==> src/rtl/core/fogc_pkg.sv <==
// Shared constants, types and state codes of the greedy segment orderer.
`default_nettype none

package fogc_pkg;

    localparam int MAX_SEGMENTS = 64;
    localparam int IDX_W        = $clog2(MAX_SEGMENTS);
    localparam int CNT_W        = IDX_W + 1;
    localparam int SWAP_PASSES  = 8;
    localparam int PASS_W       = $clog2(SWAP_PASSES + 1);

    localparam int OFF_W        = 64;
    localparam int SC_W         = 17;
    localparam int WEIGHT_W     = 16;
    localparam int OUT_IDX_W    = 6;
    localparam int FIRST_W      = 20;
    localparam int PROD_W       = 35;
    localparam int SCORE_W      = 37;
    localparam int SUM_W        = 38;
    localparam int ACC_W        = 48;
    localparam int TOTAL_W      = 23;
    localparam int TOTAL_SHIFT  = 17;
    localparam int NEAR_WIN_BITS = 20;
    localparam int CFG_IDX_W    = 8;

    localparam logic [SC_W-1:0]    Q16_ONE      = 17'd65536;
    localparam logic [SC_W-1:0]    NEAR_PARTIAL = 17'd39322;
    localparam logic [TOTAL_W-1:0] TOTAL_MAX    = 23'd8388607;

    localparam logic [WEIGHT_W-1:0] WN_RESET = 16'd16384;
    localparam logic [WEIGHT_W-1:0] WL_RESET = 16'd9830;
    localparam logic [WEIGHT_W-1:0] WS_RESET = 16'd26214;
    localparam logic [WEIGHT_W-1:0] WT_RESET = 16'd13107;

    localparam logic [CFG_IDX_W-1:0] CFG_WEIGHT_NEAR    = 8'd0;
    localparam logic [CFG_IDX_W-1:0] CFG_WEIGHT_LENGTH  = 8'd1;
    localparam logic [CFG_IDX_W-1:0] CFG_WEIGHT_STREAM  = 8'd2;
    localparam logic [CFG_IDX_W-1:0] CFG_WEIGHT_TEXTURE = 8'd3;

    typedef struct packed {
        logic [OFF_W-1:0] offset;
        logic [OFF_W-1:0] length;
        logic [SC_W-1:0]  stream;
        logic [SC_W-1:0]  texture;
    } seg_rec_t;

    typedef struct packed {
        logic [WEIGHT_W-1:0] near;
        logic [WEIGHT_W-1:0] length;
        logic [WEIGHT_W-1:0] stream;
        logic [WEIGHT_W-1:0] texture;
    } weights_t;

    typedef struct packed {
        logic               busy;
        logic               done;
        logic [SCORE_W-1:0] score;
    } pair_rsp_t;

    typedef enum logic [2:0] {
        PS_IDLE, PS_END, PS_DIFF, PS_NEAR, PS_DIV, PS_MUL, PS_DONE
    } pair_state_t;

    typedef enum logic [4:0] {
        ST_LOAD, ST_FIRST_RD, ST_FIRST_CMP,
        ST_GR_RD, ST_GR_START, ST_GR_RUN,
        ST_SW_INIT, ST_SW_P, ST_SW_C, ST_SW_NX_RD, ST_SW_NX,
        ST_SW_RD, ST_SW_START, ST_SW_RUN, ST_SW_DEC, ST_SW_WR2, ST_SW_NEXT,
        ST_EM_RD, ST_EM_LD, ST_EM_WAIT
    } top_state_t;

endpackage

`default_nettype wire

==> src/rtl/core/fogc_pair_unit.sv <==
// Multi-cycle pair score unit: adjacency, serial length ratio, weighted sum.
`default_nettype none

module fogc_pair_unit (
    input  wire logic                clk,
    input  wire logic                rst_n,
    input  wire logic                start,
    input  wire fogc_pkg::seg_rec_t  rec_a,
    input  wire fogc_pkg::seg_rec_t  rec_b,
    input  wire fogc_pkg::weights_t  weights,
    output fogc_pkg::pair_rsp_t      rsp
);

    fogc_pkg::pair_state_t state_reg, state_next;

    fogc_pkg::seg_rec_t a_reg, a_next, b_reg, b_next;
    logic [fogc_pkg::OFF_W-1:0]   end_reg, end_next, d_reg, d_next;
    logic [fogc_pkg::OFF_W-1:0]   lo_reg, lo_next, hi_reg, hi_next, r_reg, r_next;
    logic [fogc_pkg::SC_W-1:0]    near_reg, near_next, q_reg, q_next;
    logic [3:0]                   div_cnt_reg, div_cnt_next;
    logic [2:0]                   mul_cnt_reg, mul_cnt_next;
    logic [fogc_pkg::PROD_W-1:0]  prod_reg, prod_next;
    logic [fogc_pkg::SCORE_W-1:0] acc_reg, acc_next;

    logic [fogc_pkg::OFF_W:0]     r_shift, r_sub;
    logic [fogc_pkg::OFF_W-1:0]   d_neg;
    logic [fogc_pkg::WEIGHT_W-1:0] mul_w;
    logic [fogc_pkg::SC_W:0]      mul_x;
    logic                         mul_dbl;
    logic [fogc_pkg::PROD_W-2:0]  mul_raw;

    always_comb
    begin
        r_shift = {r_reg, 1'b0};
        r_sub   = r_shift - {1'b0, hi_reg};
        d_neg   = '0 - d_reg;

        mul_w   = '0;
        mul_x   = '0;
        mul_dbl = 1'b0;
        unique case (mul_cnt_reg)
            3'd0:
            begin
                mul_w   = weights.near;
                mul_x   = {1'b0, near_reg};
                mul_dbl = 1'b1;
            end
            3'd1:
            begin
                mul_w   = weights.length;
                mul_x   = {1'b0, q_reg};
                mul_dbl = 1'b1;
            end
            3'd2:
            begin
                mul_w = weights.stream;
                mul_x = {1'b0, a_reg.stream} + {1'b0, b_reg.stream};
            end
            3'd3:
            begin
                mul_w = weights.texture;
                mul_x = {1'b0, a_reg.texture} + {1'b0, b_reg.texture};
            end
            default:
            begin
                mul_w = '0;
            end
        endcase
        mul_raw = mul_w * mul_x;
    end

    always_comb
    begin
        state_next   = state_reg;
        a_next       = a_reg;
        b_next       = b_reg;
        end_next     = end_reg;
        d_next       = d_reg;
        lo_next      = lo_reg;
        hi_next      = hi_reg;
        r_next       = r_reg;
        near_next    = near_reg;
        q_next       = q_reg;
        div_cnt_next = div_cnt_reg;
        mul_cnt_next = mul_cnt_reg;
        prod_next    = prod_reg;
        acc_next     = acc_reg;

        unique case (state_reg)
            fogc_pkg::PS_IDLE:
            begin
                if (start)
                begin
                    a_next     = rec_a;
                    b_next     = rec_b;
                    state_next = fogc_pkg::PS_END;
                end
            end
            fogc_pkg::PS_END:
            begin
                end_next = a_reg.offset + a_reg.length;
                if (a_reg.length < b_reg.length)
                begin
                    lo_next = a_reg.length;
                    hi_next = b_reg.length;
                end
                else
                begin
                    lo_next = b_reg.length;
                    hi_next = a_reg.length;
                end
                state_next = fogc_pkg::PS_DIFF;
            end
            fogc_pkg::PS_DIFF:
            begin
                d_next       = end_reg - b_reg.offset;
                r_next       = lo_reg;
                q_next       = '0;
                div_cnt_next = '0;
                state_next   = fogc_pkg::PS_NEAR;
            end
            fogc_pkg::PS_NEAR:
            begin
                if (d_reg == '0)
                    near_next = fogc_pkg::Q16_ONE;
                else if (d_reg[fogc_pkg::OFF_W-1:fogc_pkg::NEAR_WIN_BITS] == '0 ||
                         d_neg[fogc_pkg::OFF_W-1:fogc_pkg::NEAR_WIN_BITS] == '0)
                    near_next = fogc_pkg::NEAR_PARTIAL;
                else
                    near_next = '0;
                mul_cnt_next = '0;
                acc_next     = '0;
                // zero and equal lengths need no division
                if (hi_reg == '0)
                begin
                    q_next     = '0;
                    state_next = fogc_pkg::PS_MUL;
                end
                else if (lo_reg == hi_reg)
                begin
                    q_next     = fogc_pkg::Q16_ONE;
                    state_next = fogc_pkg::PS_MUL;
                end
                else
                begin
                    state_next = fogc_pkg::PS_DIV;
                end
            end
            fogc_pkg::PS_DIV:
            begin
                if (!r_sub[fogc_pkg::OFF_W])
                begin
                    r_next = r_sub[fogc_pkg::OFF_W-1:0];
                    q_next = {q_reg[fogc_pkg::SC_W-2:0], 1'b1};
                end
                else
                begin
                    r_next = r_shift[fogc_pkg::OFF_W-1:0];
                    q_next = {q_reg[fogc_pkg::SC_W-2:0], 1'b0};
                end
                div_cnt_next = div_cnt_reg + 4'd1;
                if (div_cnt_reg == 4'd15)
                    state_next = fogc_pkg::PS_MUL;
            end
            fogc_pkg::PS_MUL:
            begin
                if (mul_cnt_reg != 3'd4)
                    prod_next = mul_dbl ? {mul_raw, 1'b0} : {1'b0, mul_raw};
                if (mul_cnt_reg != 3'd0)
                    acc_next = acc_reg + fogc_pkg::SCORE_W'(prod_reg);
                mul_cnt_next = mul_cnt_reg + 3'd1;
                if (mul_cnt_reg == 3'd4)
                    state_next = fogc_pkg::PS_DONE;
            end
            fogc_pkg::PS_DONE:
            begin
                state_next = fogc_pkg::PS_IDLE;
            end
            default:
            begin
                state_next = fogc_pkg::PS_IDLE;
            end
        endcase
    end

    always_ff @(posedge clk or negedge rst_n)
    begin
        if (!rst_n)
            state_reg <= fogc_pkg::PS_IDLE;
        else
            state_reg <= state_next;
    end

    always_ff @(posedge clk)
    begin
        a_reg       <= a_next;
        b_reg       <= b_next;
        end_reg     <= end_next;
        d_reg       <= d_next;
        lo_reg      <= lo_next;
        hi_reg      <= hi_next;
        r_reg       <= r_next;
        near_reg    <= near_next;
        q_reg       <= q_next;
        div_cnt_reg <= div_cnt_next;
        mul_cnt_reg <= mul_cnt_next;
        prod_reg    <= prod_next;
        acc_reg     <= acc_next;
    end

    assign rsp.busy  = (state_reg != fogc_pkg::PS_IDLE);
    assign rsp.done  = (state_reg == fogc_pkg::PS_DONE);
    assign rsp.score = acc_reg;

endmodule

`default_nettype wire
==> config.mk <==
export PLATFORM = sky130hd
export DESIGN_NAME = fogc_pair_unit
export DESIGN_NICKNAME = d
export VERILOG_FILES = /design/src/rtl/core/fogc_pkg.sv /design/src/rtl/core/fogc_pair_unit.sv
export SDC_FILE = /design/constraint.sdc
export NUM_CORES = 2
export LEC_CHECK = 0
export BUFFER_PORTS_ARGS = -buffer_cell sky130_fd_sc_hd__buf_2
export CORE_MARGIN = 2
export CORE_UTILIZATION = 56
export CTS_CLUSTER_SIZE = 8
export DETAILED_ROUTE_END_ITERATION = 7
export PLACE_DENSITY = 0.89
export SLEW_MARGIN = 25
export SYNTH_ARGS = -nofsm -noshare
export SYNTH_HDL_FRONTEND = slang
export SYNTH_SLANG_ARGS = --single-unit
==> constraint.sdc <==
create_clock -name clk -period 15.1 [get_ports clk]
set_clock_uncertainty 0.15 [all_clocks]
set_input_delay 0.755 -clock clk [delete_from_list [all_inputs] [get_ports clk]]
set_output_delay 0.755 -clock clk [all_outputs]
set_load 0.005 [all_outputs]
==> flow_metrics.tcl <==
set metrics [dict create \
    status "finished clean" \
    path_max_fanout 16 \
    max_slew.worst_pin.slew_ns 1.077 \
    path_class "flop to flop" \
    drive_above_1_share_pct 14.08 \
    post_cts_buffers 0 \
    slew_violations 0 \
    insertion_delay_ns 0.73 \
    min_period_over_period_pct 63.90 \
    num_vias 41882 \
    grt_pass1_wl_mm 234.2 \
    ctsResizeCount 0 \
    ys_ff_latch 745 \
    htree_levels 3 \
    finalHoldViolCount 0 \
    end_kind "flop" \
    setup_viol 0 \
    ff2ff_setup_slack_ns 5.45 \
    synth_cell_type_count 109 \
    min_path_type "primary input to flop" \
    fmax_mhz 103.6 \
    slew_headroom_pct 28.21 \
    synthFlopType "edfxtp_1" \
    ant_nets 0 \
    core_area_um2 94730 \
    die_h_um 312.7 \
    slowest_delay_ns 0.55 \
    critPathSlowestCell "fa_1" \
    synth_area_um2 53350 \
    critPathLaunch "a_reg[17]" \
    start_util_pct 56.32 \
    dr.first_iter.drc_count 4726 \
    globalplace.congestion 0.9946 \
    r2r_start "a_reg[17]" \
    final_cell_area_um2 59720 \
    worstPathRequired_ns 15.39 \
    io_buffer_count 429 \
    synth_edf_count 742 \
    drcViolationCount 0 \
    synthCells 4995 \
    grt_pass1_vias 42020 \
    cap_violations 0 \
    worstRegToRegCells 35 \
    cts_root_buf "clkbuf_16" \
    timing.rr.end "prod_reg[32]" \
    overflow 0 \
    fin_tns_setup_ns 0 \
    p_leak_nw 25.96 \
    cts-hold-fix-buffers 1 \
    numCtsBuffers 104 \
    wirelength_mm 153.1 \
    row_count 113 \
    rsz0062_at_grt "no" \
    cts_sinks 745 \
    synthArstFlopShare_pct 0.4027 \
    n_fill_cell 7146 \
    ys_warn_count 0 \
    dp_hpwl_mm 117.3 \
    dr.pass1.iters 6 \
    syn_to_final_growth_pct 11.93 \
    grt_usage_pct 30.84 \
    dpl_cell_area_um2 56780 \
    antenna_found_initial 6 \
    fin_nets 6466 \
    clk_pin_slew_worst_paths_ns 0.05 \
    cts_tree "done" \
    arrival_ns 9.94 \
    vias_per_cell 6.252 \
    cp-endpoint "prod_reg[32]" \
    total_power_mw 13.83 \
    power.density_nw_per_um2 231.7 \
    fin_crit_ns 9.650 \
    die_w_um 312.7 \
    crit_top_cell "fa_1" \
    grt_max_degree 193 \
    startpoint_type "flop" \
    wl_per_cell_um 22.85 \
    num_io_pins 430 \
    avgSynthCellArea_um2 10.68 \
    irDropWorstVdd_v 0.0002133 \
    clock_path_buffers 3 \
    ys_seq_area_share_pct 41.90 \
    syn-num-nets 6047 \
    die_area_um2 97760 \
]
[metal layers]
| layer | GRT usage [%] | routed length (um) |
|---|---|---|
| met4 | 18.49 | 10470 |
| met2 | 50.66 | 71990 |
| met1 | 38.21 | 55910 |
| met3 | 5.525 | 14690 |
| met5 | 0 | 26 |
[cell type report]
cell class | count | area [um^2] | share of cell area [%]
repair buffers | 463 | 2484 | 4.159
well taps | 1265 | 1583 | 2.650
clock inverters | 11 | 229.0 | 0.3834
clock buffers | 114 | 2640 | 4.421
diodes | 1 | 2.502 | 0.004190
multi-input cells | 3581 | 28470 | 47.68
flip-flops and latches | 745 | 22360 | 37.44
inverters | 519 | 1948 | 3.262
[cells in the final DEF (no fill, tap or decap), drive strengths merged, types with 9 or more instances in the layout]
master    n
a221oi   30
buf     461
or2      13
mux2i    62
edfxtp  742
nand2   481
inv     520
nor2    310
a31oi    31
mux2    134
o211ai   15
o22ai    10
clkbuf  115
a41oi    12
nor3     68
a211o    12
o21bai   41
o21a     38
and2     51
nand4    73
a22o     18
a211oi   22
a21boi   14
xor2    170
nand3    80
clkinv    9
nor4     50
or3      24
o21ai   217
and3     52
a221o    21
a21o    202
a21oi   298
ha      433
o31ai    19
nand2b   44
xnor2   160
fa      228
nor2b    49
[stage by stage]
stage,instances,hold slack (ns),setup WS [ns],utilization (%)
after global routing,6698,0.04419,5.030,63.04
after CTS,6696,0.03438,5.189,62.98
after detailed placement,6570,0.3821,5.200,59.94
final,6699,0.05301,5.450,63.04
after global placement,6567,0.3820,5.555,59.89
after floorplan,4995,0.3094,4.760,-
[kinds of logic after synthesis]
family,count (synthesis),share of synthesized area (%)
buffers and inverters,669,4.880
DFF,745,41.90
muxes,196,3.991
and+or+nand+nor,1324,11.82
xor gates and xnor gates,330,5.417
adders and majority gates,661,18.71
AOI/OAI and AO/OA,1070,13.27
[cell usage after synthesis (all sizes together) (24+ instances only)]
cell type,n,area (um^2)
a21o,202,1516
a21oi,298,1510
a221oi,30,294.0
a31oi,31,200.2
and2,51,319.1
and3,52,325.3
buf,41,245.2
clkbuf,109,410.4
edfxtp,742,22280
fa,228,4564
ha,433,5418
inv,519,1948
mux2,134,1509
mux2i,62,620.6
nand2,481,1815
nand2b,44,275.3
nand3,80,410.4
nand4,73,456.7
nor2,310,1176
nor2b,49,306.5
nor3,68,366.6
nor4,50,340.3
o21a,38,285.3
o21ai,217,1090
o21bai,41,307.8
or3,24,160.2
xnor2,160,1401
xor2,170,1489
[worst min path at each step]
stage	start	to	slack, ns	depth (start not counted)
3_3_place_gp	a_reg[98]	end_reg[0]	0.38	1
6_report	rec_b[120]	b_reg[120]	0.05	1
3_5_place_dp	a_reg[98]	end_reg[0]	0.38	1
5_1_grt	rec_b[117]	b_reg[117]	0.04	1
2_1_floorplan	rst_n	state_reg[0]	0.31	0
4_1_cts	rec_b[128]	b_reg[128]	0.03	1
[power by group]
group / switching (mW) / internal (mW)
Combinational: 4.84 / 3.05
Sequential: 0.499 / 3.32
Clock: 0.888 / 1.24
Total: 6.23 / 7.61
[critical path, delay by kind of cell, from the launching register on]
family	cells	cell delay, ns
muxes	1	0.10
adders and majority gates	9	4.03
buffers and inverters	4	0.19
and+or+nand+nor	4	1.20
DFF	1	0.37
AOI/OAI and AO/OA	15	3.06
xor gates and xnor gates	2	0.28
(Power assumes the default switching activity.)
